<file path="src/hw/rtl/nnsi_pkg.sv">
// ----------------------------------------------------------------------------
// nnsi_pkg
// Shared constants and types for the nearest-neighbor source index block.
// ----------------------------------------------------------------------------
`timescale 1ns / 1ps
`default_nettype none

package nnsi_pkg;

  // Default parameter values for the top level.
  localparam int DEF_COORD_BITS = 12;
  localparam int DEF_FRAC_BITS  = 16;

  // Fixed register and field widths.
  localparam int SIZE_BITS      = 13;
  localparam int RATIO_BITS     = 24;
  localparam int OFFSET_BITS    = 24;
  localparam int CFG_DATA_BITS  = 24;
  localparam int CFG_INDEX_BITS = 3;

  // Unity scale in Q8.16.
  localparam logic [RATIO_BITS-1:0] RATIO_RESET = 24'd65536;

  // Configuration register indexes.
  typedef enum logic [CFG_INDEX_BITS-1:0] {
    REG_SOURCE_ROWS       = 3'd0,
    REG_SOURCE_COLS       = 3'd1,
    REG_ROW_RATIO         = 3'd2,
    REG_COL_RATIO         = 3'd3,
    REG_CORNER_ALIGN_MODE = 3'd4,
    REG_HALF_PIXEL_MODE   = 3'd5
  } cfg_reg_t;

  // Mapping mode bits.
  typedef struct packed {
    logic corner_align;
    logic half_pixel;
  } mode_t;

  // Load enables of the four pipeline stages.
  typedef struct packed {
    logic s1;
    logic s2;
    logic s3;
    logic s4;
  } stage_en_t;

endpackage

`default_nettype wire

</file>
<file path="src/hw/rtl/nnsi_cfg.sv">
// ----------------------------------------------------------------------------
// nnsi_cfg
// Configuration registers; sizes are kept as clamp limits ready for use.
// ----------------------------------------------------------------------------
`timescale 1ns / 1ps
`default_nettype none

module nnsi_cfg #(
  parameter int COORD_BITS = nnsi_pkg::DEF_COORD_BITS
) (
  input  wire logic                                 clk,
  input  wire logic                                 rst,
  input  wire logic                                 cfg_write,
  input  wire logic [nnsi_pkg::CFG_INDEX_BITS-1:0]  cfg_index,
  input  wire logic [nnsi_pkg::CFG_DATA_BITS-1:0]   cfg_data,
  output logic      [COORD_BITS-1:0]                row_lim,
  output logic      [COORD_BITS-1:0]                col_lim,
  output logic      [COORD_BITS:0]                  col_size,
  output logic      [nnsi_pkg::RATIO_BITS-1:0]      row_ratio,
  output logic      [nnsi_pkg::RATIO_BITS-1:0]      col_ratio,
  output nnsi_pkg::mode_t                           mode
);

  localparam int CMP_BITS = (nnsi_pkg::SIZE_BITS > COORD_BITS + 1) ?
                            nnsi_pkg::SIZE_BITS : COORD_BITS + 1;

  logic [CMP_BITS-1:0]   size_ext;
  logic [CMP_BITS-1:0]   size_cap;
  logic [COORD_BITS-1:0] wr_lim;

  // A size of zero acts as one; a size above the coordinate range is capped.
  always_comb begin
    size_ext = CMP_BITS'(cfg_data[nnsi_pkg::SIZE_BITS-1:0]);
    size_cap = CMP_BITS'(1) << COORD_BITS;
    if (size_ext == '0) begin
      wr_lim = '0;
    end else if (size_ext > size_cap) begin
      wr_lim = COORD_BITS'(size_cap - CMP_BITS'(1));
    end else begin
      wr_lim = COORD_BITS'(size_ext - CMP_BITS'(1));
    end
  end

  always_ff @(posedge clk) begin
    if (rst) begin
      row_lim   <= '0;
      col_lim   <= '0;
      col_size  <= (COORD_BITS+1)'(1);
      row_ratio <= nnsi_pkg::RATIO_RESET;
      col_ratio <= nnsi_pkg::RATIO_RESET;
      mode      <= '0;
    end else if (cfg_write) begin
      case (cfg_index)
        nnsi_pkg::REG_SOURCE_ROWS: begin
          row_lim <= wr_lim;
        end
        nnsi_pkg::REG_SOURCE_COLS: begin
          col_lim  <= wr_lim;
          col_size <= (COORD_BITS+1)'(wr_lim) + (COORD_BITS+1)'(1);
        end
        nnsi_pkg::REG_ROW_RATIO: begin
          row_ratio <= cfg_data[nnsi_pkg::RATIO_BITS-1:0];
        end
        nnsi_pkg::REG_COL_RATIO: begin
          col_ratio <= cfg_data[nnsi_pkg::RATIO_BITS-1:0];
        end
        nnsi_pkg::REG_CORNER_ALIGN_MODE: begin
          mode.corner_align <= cfg_data[0];
        end
        nnsi_pkg::REG_HALF_PIXEL_MODE: begin
          mode.half_pixel <= cfg_data[0];
        end
        default: begin
        end
      endcase
    end
  end

endmodule

`default_nettype wire

</file>
<file path="src/hw/rtl/nnsi_axis.sv">
// ----------------------------------------------------------------------------
// nnsi_axis
// One axis: scale the coordinate, then round or floor and clamp.
// ----------------------------------------------------------------------------
`timescale 1ns / 1ps
`default_nettype none

module nnsi_axis #(
  parameter int COORD_BITS = nnsi_pkg::DEF_COORD_BITS,
  parameter int FRAC_BITS  = nnsi_pkg::DEF_FRAC_BITS
) (
  input  wire logic                            clk,
  input  wire nnsi_pkg::stage_en_t             en,
  input  wire nnsi_pkg::mode_t                 mode,
  input  wire logic [COORD_BITS-1:0]           coord,
  input  wire logic [nnsi_pkg::RATIO_BITS-1:0] ratio,
  input  wire logic [COORD_BITS-1:0]           lim,
  output logic      [COORD_BITS-1:0]           pick
);

  localparam int PROD_BITS = COORD_BITS + 1 + nnsi_pkg::RATIO_BITS;
  localparam int VAL_BITS  = PROD_BITS + 1;
  localparam int IDX_BITS  = VAL_BITS - FRAC_BITS - 1;

  logic [PROD_BITS-1:0] prod;
  logic [VAL_BITS-1:0]  val;
  logic [IDX_BITS-1:0]  idx;

  // Stage 1: (2c + h) * ratio, a value with FRAC_BITS+1 fraction bits.
  always_ff @(posedge clk) begin
    if (en.s1) begin
      prod <= PROD_BITS'({coord, mode.half_pixel}) * PROD_BITS'(ratio);
    end
  end

  // Stage 2: add one half when rounding, drop the fraction, clamp.
  always_comb begin
    val = VAL_BITS'(prod);
    if (mode.corner_align) begin
      val = val + (VAL_BITS'(1) << FRAC_BITS);
    end
    idx = val[VAL_BITS-1:FRAC_BITS+1];
  end

  always_ff @(posedge clk) begin
    if (en.s2) begin
      pick <= (idx > IDX_BITS'(lim)) ? lim : idx[COORD_BITS-1:0];
    end
  end

endmodule

`default_nettype wire

</file>
<file path="src/hw/rtl/nnsi_offset.sv">
// ----------------------------------------------------------------------------
// nnsi_offset
// Row-major offset of the picked pixel, with the picks carried alongside.
// ----------------------------------------------------------------------------
`timescale 1ns / 1ps
`default_nettype none

module nnsi_offset #(
  parameter int COORD_BITS = nnsi_pkg::DEF_COORD_BITS
) (
  input  wire logic                             clk,
  input  wire nnsi_pkg::stage_en_t              en,
  input  wire logic [COORD_BITS-1:0]            row_in,
  input  wire logic [COORD_BITS-1:0]            col_in,
  input  wire logic [COORD_BITS:0]              col_size,
  output logic      [COORD_BITS-1:0]            pick_row,
  output logic      [COORD_BITS-1:0]            pick_col,
  output logic      [nnsi_pkg::OFFSET_BITS-1:0] pick_offset
);

  localparam int PROD_BITS = 2 * COORD_BITS + 1;
  localparam int SUM_BITS  = (PROD_BITS >= nnsi_pkg::OFFSET_BITS) ?
                             PROD_BITS + 1 : nnsi_pkg::OFFSET_BITS + 1;

  logic [PROD_BITS-1:0]  prod;
  logic [COORD_BITS-1:0] row_q;
  logic [COORD_BITS-1:0] col_q;
  logic [SUM_BITS-1:0]   sum;

  // Stage 3: row times effective width.
  always_ff @(posedge clk) begin
    if (en.s3) begin
      prod  <= PROD_BITS'(row_in) * PROD_BITS'(col_size);
      row_q <= row_in;
      col_q <= col_in;
    end
  end

  assign sum = SUM_BITS'(prod) + SUM_BITS'(col_q);

  // Stage 4: add the column; the offset wraps at its field width.
  always_ff @(posedge clk) begin
    if (en.s4) begin
      pick_offset <= sum[nnsi_pkg::OFFSET_BITS-1:0];
      pick_row    <= row_q;
      pick_col    <= col_q;
    end
  end

endmodule

`default_nettype wire

</file>
<file path="src/hw/rtl/nearest_neighbor_source_index.sv">
// ----------------------------------------------------------------------------
// nearest_neighbor_source_index
// Source pixel picker for nearest-neighbor image resizing.
// ----------------------------------------------------------------------------
// Each word on the input channel is one output pixel coordinate; each word on
// the output channel is the source pixel to copy from, as a row, a column and
// a row-major offset. The block takes one word per clock unless in_stall is
// raised. Each word moves through the four register stages in turn and is
// presented on the output channel from the last stage register. The four
// register stages are the scale multiply, the round and clamp, the offset
// multiply and the offset add. Stages that hold no word are filled even
// while the output is stalled, so up to four words can be held in flight.
// Per axis the coordinate c maps to
// floor((2c + h) * ratio / 2^(FRAC_BITS+1)), with h set in half-pixel mode;
// corner-align mode adds one half before the floor. The pick is clamped to
// size-1, where a size of zero acts as one. Configuration writes take effect
// on the next clock and must only be made while no word is in flight.
// ----------------------------------------------------------------------------
`timescale 1ns / 1ps
`default_nettype none

module nearest_neighbor_source_index #(
  parameter int COORD_BITS = nnsi_pkg::DEF_COORD_BITS,
  parameter int FRAC_BITS  = nnsi_pkg::DEF_FRAC_BITS
) (
  input  wire logic                                clk,
  input  wire logic                                rst,
  // Configuration write port.
  input  wire logic                                cfg_write,
  input  wire logic [nnsi_pkg::CFG_INDEX_BITS-1:0] cfg_index,
  input  wire logic [nnsi_pkg::CFG_DATA_BITS-1:0]  cfg_data,
  // Input channel.
  input  wire logic                                in_valid,
  output logic                                     in_stall,
  input  wire logic [COORD_BITS-1:0]               dest_row,
  input  wire logic [COORD_BITS-1:0]               dest_col,
  // Output channel.
  output logic                                     out_valid,
  input  wire logic                                out_stall,
  output logic      [COORD_BITS-1:0]               pick_row,
  output logic      [COORD_BITS-1:0]               pick_col,
  output logic      [nnsi_pkg::OFFSET_BITS-1:0]    pick_offset
);

  logic [COORD_BITS-1:0]           row_lim;
  logic [COORD_BITS-1:0]           col_lim;
  logic [COORD_BITS:0]             col_size;
  logic [nnsi_pkg::RATIO_BITS-1:0] row_ratio;
  logic [nnsi_pkg::RATIO_BITS-1:0] col_ratio;
  nnsi_pkg::mode_t                 mode;

  // Valid bit of each stage; a stage may load when it is empty or when the
  // stage after it is loading.
  logic                  v1, v2, v3, v4;
  logic                  rdy1, rdy2, rdy3, rdy4;
  nnsi_pkg::stage_en_t   en;
  logic [COORD_BITS-1:0] row_s2;
  logic [COORD_BITS-1:0] col_s2;

  assign rdy4 = !v4 || !out_stall;
  assign rdy3 = !v3 || rdy4;
  assign rdy2 = !v2 || rdy3;
  assign rdy1 = !v1 || rdy2;

  assign en.s1 = rdy1;
  assign en.s2 = rdy2;
  assign en.s3 = rdy3;
  assign en.s4 = rdy4;

  assign in_stall  = !rdy1;
  assign out_valid = v4;

  always_ff @(posedge clk) begin
    if (rst) begin
      v1 <= 1'b0;
      v2 <= 1'b0;
      v3 <= 1'b0;
      v4 <= 1'b0;
    end else begin
      if (rdy1) begin
        v1 <= in_valid;
      end
      if (rdy2) begin
        v2 <= v1;
      end
      if (rdy3) begin
        v3 <= v2;
      end
      if (rdy4) begin
        v4 <= v3;
      end
    end
  end

  nnsi_cfg #(
    .COORD_BITS (COORD_BITS)
  ) u_cfg (
    .clk       (clk),
    .rst       (rst),
    .cfg_write (cfg_write),
    .cfg_index (cfg_index),
    .cfg_data  (cfg_data),
    .row_lim   (row_lim),
    .col_lim   (col_lim),
    .col_size  (col_size),
    .row_ratio (row_ratio),
    .col_ratio (col_ratio),
    .mode      (mode)
  );

  nnsi_axis #(
    .COORD_BITS (COORD_BITS),
    .FRAC_BITS  (FRAC_BITS)
  ) u_row_axis (
    .clk   (clk),
    .en    (en),
    .mode  (mode),
    .coord (dest_row),
    .ratio (row_ratio),
    .lim   (row_lim),
    .pick  (row_s2)
  );

  nnsi_axis #(
    .COORD_BITS (COORD_BITS),
    .FRAC_BITS  (FRAC_BITS)
  ) u_col_axis (
    .clk   (clk),
    .en    (en),
    .mode  (mode),
    .coord (dest_col),
    .ratio (col_ratio),
    .lim   (col_lim),
    .pick  (col_s2)
  );

  nnsi_offset #(
    .COORD_BITS (COORD_BITS)
  ) u_offset (
    .clk         (clk),
    .en          (en),
    .row_in      (row_s2),
    .col_in      (col_s2),
    .col_size    (col_size),
    .pick_row    (pick_row),
    .pick_col    (pick_col),
    .pick_offset (pick_offset)
  );

  // With the output never stalled, the pipeline must never push back.
  a_no_stall_when_drained: assert property (
    @(posedge clk) disable iff (rst) !out_stall |-> !in_stall
  ) else $error("input stalled while the output is free");

  // A taken word must occupy the first stage on the next clock.
  a_word_enters: assert property (
    @(posedge clk) disable iff (rst) (in_valid && !in_stall) |=> v1
  ) else $error("accepted word lost at the first stage");

  // Reset empties the pipeline.
  a_reset_empty: assert property (
    @(posedge clk) rst |=> !out_valid
  ) else $error("result shown right after reset");

endmodule

`default_nettype wire
</file>
<file path="config.mk">
export PLATFORM = sky130hd
export DESIGN_NAME = nearest_neighbor_source_index
export DESIGN_NICKNAME = d
export VERILOG_FILES = /design/src/hw/rtl/nnsi_pkg.sv /design/src/hw/rtl/nnsi_cfg.sv /design/src/hw/rtl/nnsi_axis.sv /design/src/hw/rtl/nnsi_offset.sv /design/src/hw/rtl/nearest_neighbor_source_index.sv
export SDC_FILE = /design/constraint.sdc
export NUM_CORES = 2
export LEC_CHECK = 0
export BUFFER_PORTS_ARGS = -buffer_cell sky130_fd_sc_hd__buf_2
export CAP_MARGIN = 20
export CORE_MARGIN = 2
export CORE_UTILIZATION = 60
export CTS_CLUSTER_DIAMETER = 200
export DETAILED_ROUTE_END_ITERATION = 6
export HOLD_SLACK_MARGIN = 0.1
export PLACE_DENSITY = 0.87
export SLEW_MARGIN = 20
export SYNTH_ARGS = -nofsm -noshare
export SYNTH_HDL_FRONTEND = slang
export SYNTH_SLANG_ARGS = --single-unit
</file>
<file path="constraint.sdc">
create_clock -name clk -period 9.1 [get_ports clk]
set_input_delay 1.365 -clock clk [delete_from_list [all_inputs] [get_ports clk]]
set_output_delay 1.365 -clock clk [all_outputs]
set_load 0.1 [all_outputs]
</file>
Yosys cells after proc, flatten, opt, wreduce, memory -nomap -nowiden
Cells that the tools add are included.

Register bits after elaboration: 285. Output and inout port bits: 50.

$lt $le $gt $ge: 3. Mux-type cells: 6. Add/subtract/negate cells: 5. $mul: 3. Eq/ne operators: 5. Reduce and logical (&&, ||, !) cells: 18.

Operators by type and width (count): adder 37 x 17 -> 38 bit, second input constant (2); 2-to-1 mux 38 bit (2); multiplier 13 x 24 -> 37 bit (2); 2-to-1 mux 12 bit (4); greater-than comparator 21 x 12 -> 1 bit (2); adder 24 x 12 -> 24 bit (1); multiplier 12 x 13 -> 24 bit (1); adder 12 x 1 -> 13 bit, second input constant (1); greater-than comparator 13 bit, second input constant (1); logical NOT 13 bit (1); AND reduction 2 bit (6); subtractor 12 x 1 -> 12 bit, second input constant (1); == test 3 x 2 -> 1 bit, second input constant (2); == test 3 bit, second input constant (2); logical NOT 1 bit (6); logical OR 1 bit (4); == test 3 x 1 -> 1 bit, second input constant (1); logical NOT 3 bit (1).

Depth between registers and ports, before layout
Depth after elaboration: 6. Gate-level depth with buffers: 23. Depth with buffers taken out: 22.

Cells and area by module
From an unflattened synthesis, not the netlist that was laid out.

Cells, all modules: 3823. Area, all modules: 35521.6 um^2.

By module, submodules not included: nnsi_axis at u_col_axis (area an instance 11461.0 um^2, cells each 1270, seq. area each 991.0 um^2, times used 1); nnsi_axis at u_row_axis (area an instance 11125.7 um^2, cells each 1207, seq. area each 991.0 um^2, times used 1); nnsi_offset (area an instance 8729.6 um^2, cells each 820, seq. area each 2882.8 um^2, times used 1); nnsi_cfg (area an instance 4040.1 um^2, cells each 509, seq. area each 1741.7 um^2, times used 1); nearest_neighbor_source_index (area an instance 165.2 um^2, cells each 17, seq. area each 80.1 um^2, times used 1).

Worst setup path after synthesis
OpenSTA, ideal clock, no wires.

Kind: input port to flip-flop. From: input port dest_col[0]. To: register u_col_axis.prod[31] (data pin). Setup slack: 2159 ps. Arrival time: 6673 ps. Required time: 8832 ps. Path buffers: 1. Library setup time: 268 ps. Cell stages on the path: 21. Cells stage by stage: clkbuf_1 and2_1 fa_1 inv_1 fa_1 inv_1 fa_1 fa_1 inv_1 fa_1 inv_1 ha_1 a21oi_1 nand2_1 and4_1 a221o_1 a2111oi_2 a21boi_1 a21o_1 a2111oi_0 nor3_1.

Word-level cells in the longest chain between the ends: 1.

RTL lines: start: declaration (RTL line nearest_neighbor_source_index.sv:36) `input wire logic [COORD_BITS-1:0] dest_col,`; multiplier 13 x 24 -> 37 bit (RTL line nnsi_axis.sv:32) `prod <= PROD_BITS'({coord, mode.half_pixel}) * PROD_BITS'(ratio);`; end signal: assignment (RTL line nnsi_axis.sv:32); end: declaration (RTL line nnsi_axis.sv:25) `logic [PROD_BITS-1:0] prod;`.

No other way between the ends. A chain may end at the register's enable or synchronous reset.

Worst setup path in the final report
From: input port dest_col[6]. To: register u_col_axis.prod[31] (data pin).

Same word-level chain as after synthesis.

==> flow_summary.json <==
{
  "power_leakage_uw": 0.01764,
  "hold_ws_ns": 0.4132,
  "synth_top_cell_by_area": "fa_1",
  "cts_tree": "yes",
  "synth-seq-cells": 253,
  "rsz0062_at_grt": "no",
  "synth_fa_ha_area_frac": 0.4387,
  "netlist_instances": 3723,
  "muxShareOfSynthArea": 0.005724,
  "num_rows": 87,
  "die_area_sq_um": 59120,
  "grt_use_total": 0.2712,
  "slew_viol_final": 0,
  "critPathKind": "in -> reg",
  "worstPathCellList": "buf_2 > nand2_1 > fa_1 > inv_1 > fa_1 > fa_1 > fa_1 > inv_1 > fa_1 > inv_1 > ha_1 > a21oi_1 > nand2_1 > and4_1 > a221o_1 > a2111oi_2 > a21boi_1 > a21o_1 > a2111oi_0 > nor3_1",
  "start_util": 0.6074,
  "syn_nets": 4627,
  "p_per_area_nw_per_um2": 128.2,
  "hold_viol": 0,
  "wirelength_um": 77720,
  "clock_latency_ns": 0.58,
  "utilization": 0.6389,
  "finalCritPeriodShare": 0.7674,
  "place_congestion": 0.9263,
  "path_depth": 20,
  "critical_path.top_delay_family": "adder cells",
  "drv_cap": 0,
  "power_uw": 4629,
  "cts_htree_levels": 1,
  "core_area_sq_um": 56500,
  "cts_setup_buffers": 0,
  "ys_async_sr_fraction": 0,
  "setup_viol": 0,
  "cts.sinks": 253,
  "r2r_setup_slack_ns": 2.45,
  "rr_worst_depth": 19,
  "first_global_vias": 26490,
  "ant_nets": 0,
  "grt_first_pass_wirelength_um": 129600,
  "vias_per_cell": 5.636,
  "clkSlewWorstSetupHoldPaths_ns": 0.06,
  "cts.path.max_buffers": 3,
  "critPathRequiredTime_ns": 9.38,
  "yosys_warnings": 0,
  "synth-xor-area-share": 0.02833,
  "cp_common_cell": "fa_1",
  "outcome": "finished, violations left",
  "tightest_slew_ns": 0.9953,
  "setup_tns_ns": 0,
  "synth_compound_area_frac": 0.05735,
  "whs_path_depth": 0,
  "synth_area_per_cell_sq_um": 9.217,
  "min_period_ns": 6.984,
  "yosysUniqueCellTypes": 72,
  "crit_slowest_cell": "fa_1",
  "fp.dieH_um": 243.2,
  "synth_top_family_by_area": "adder cells",
  "arrival_ns": 7.26,
  "ctsRootBufferMaster": "clkbuf_16",
  "synth_seq_area_share": 0.1949,
  "synth.area.top_cells": "fa_1, edfxtp_1, ha_1",
  "cp-start-kind": "input pin",
  "yosys.area_share.simple": 0.1751,
  "drc_errors": 2,
  "grt_max_degree": 92,
  "overflow": 0,
  "slowest_delay_ns": 0.57,
  "max_freq_ghz": 0.1432,
  "cts_made_buffers": 25,
  "firstDrtPassIters": 7,
  "netlist.area_leader.share": 0.3454,
  "dieWidth_um": 243.2,
  "violations": "design-rule violations",
  "hold_buffers": 0,
  "drtIter0Drc": 1957,
  "endpoint_kind": "flip-flop",
  "max-vdd-ir-drop_mv": 0.2519,
  "cts.repair.resized": 0,
  "dr_total_vias": 25220,
  "hold_class": "reg -> reg",
  "port_buffers": 105,
  "synth-edff-count": 162,
  "wl_per_cell_um": 17.37,
  "layout.nets": 4602,
  "synth_flop_cell": "edfxtp_1",
  "io_pins": 106,
  "path_max_fanout": 24,
  "drive_gt1_frac": 0.04789,
  "netlist_area_sq_um": 34320,
  "antenna_found_initial": 5,
  "clock_skew_ns": 0.03731,
  "crit_buf_inv": 4,
  "synthToLayoutAreaGrowth_pct": 5.189,
  "slew_headroom": 0.3356,
  "dp_hpwl_um": 60730
}
-- synth_stat cells, drive strengths merged (3+ instances only) --
library cell and number:
nand3 32, o211ai 7, o21a 20, buf 6, nand3b 4, a21oi 133, inv 743, a21boi 11
and3 18, dfxtp 91, nor4 3, o22ai 3, o2111ai 6, o21bai 5, mux2i 5, nand2b 8
a211oi 24, and2 317, mux2 13, ha 256, xnor2 79, nand2 635, a31o 3, clkbuf 161
o21ai 42, nor2b 20, edfxtp 162, or3 9, xor2 32, fa 592, or2 6, nor2 139
and4 10, a21o 30, nor3 39, o31ai 6, nand4 23, a2111oi 4
-- metrics by stage --
stage	std cells	area, sq um	worst slack (ns)
after global placement	4425	35220	1.834
after floorplan	3723	34320	2.159
after detailed placement	4425	35220	1.601
final	4474	36100	2.116
after global routing	4474	36100	1.780
after CTS	4471	36050	2.190
-- routing by layer --
layer	vias up	global-route usage	part of all wire
li1	11330	-	-
met1	12330	0.3534	0.39
met2	1269	0.4525	0.48
met3	282	0.05119	0.095
met4	6	0.1019	0.042
met5	-	0	0.00044
-- worst paths after layout --
check	endpoint	startpoint
max	u_col_axis.prod[31]$_DFFE_PN_	dest_col[6]
min	u_offset.pick_row[0]$_DFFE_PP_	u_offset.row_q[0]$_DFFE_PP_
max reg2reg	u_col_axis.prod[31]$_DFFE_PN_	u_cfg.mode[0]$_SDFFE_PP0P_
min reg2reg	u_offset.pick_row[0]$_DFFE_PP_	u_offset.row_q[0]$_DFFE_PP_
-- state kept, by name, indices dropped and copies added, names as in the netlist, 12 cells and up --
name and flops:
u_cfg.row_ratio 24, u_row_axis.prod 21, u_offset.prod 24, u_col_axis.prod 21, u_offset.pick_col 12, u_row_axis.pick 12, u_offset.row_q 12, u_cfg.row_lim 12
u_cfg.col_lim 12, u_offset.pick_row 12, u_col_axis.pick 12, u_cfg.col_ratio 24, u_offset.pick_offset 24, u_cfg.col_size 13, u_offset.col_q 12
-- area by class of cell --
class,count,area [sq um]
antenna,1,2.502
clock buffer,35,704.4
clock inverter,11,126.4
fill,4288,20400
inverter,743,2789
multi-input combinational,2560,24210
sequential,253,6686
tap,756,945.9
timing repair buffer,115,628.1
-- power by group --
part,internal (uW),switching [uW],leakage (uW)
Combinational,544,1250,0.0146
Sequential,1530,244,0.00262
Clock,603,459,0.000406
-- cells in the final DEF (no fill, tap or decap), drive strengths merged, types with 5 or more instances in the layout --
cell | synthesis | routed
a211oi | 24 | 24
a21boi | 11 | 11
a21o | 30 | 30
a21oi | 133 | 133
and2 | 317 | 317
and3 | 18 | 18
and4 | 10 | 10
buf | 6 | 115
clkbuf | 161 | 35
dfxtp | 91 | 91
edfxtp | 162 | 162
fa | 592 | 592
ha | 256 | 256
inv | 743 | 747
mux2 | 13 | 13
mux2i | 5 | 5
nand2 | 635 | 635
nand2b | 8 | 8
nand3 | 32 | 32
nand4 | 23 | 23
nor2 | 139 | 139
nor2b | 20 | 20
nor3 | 39 | 39
o2111ai | 6 | 6
o211ai | 7 | 7
o21a | 20 | 20
o21ai | 42 | 42
o21bai | 5 | 5
o31ai | 6 | 6
or2 | 6 | 6
or3 | 9 | 9
xnor2 | 79 | 79
xor2 | 32 | 32
-- cells by family after synthesis --
kind of cell | after synthesis
muxes | 18
and+or+nand+nor | 1271
AOI/OAI and AO/OA | 312
DFF | 253
xor gates and xnor gates | 111
buffers and inverters | 910
adders and majority gates | 848
No activity file was read; power rests on OpenSTA's default activity.
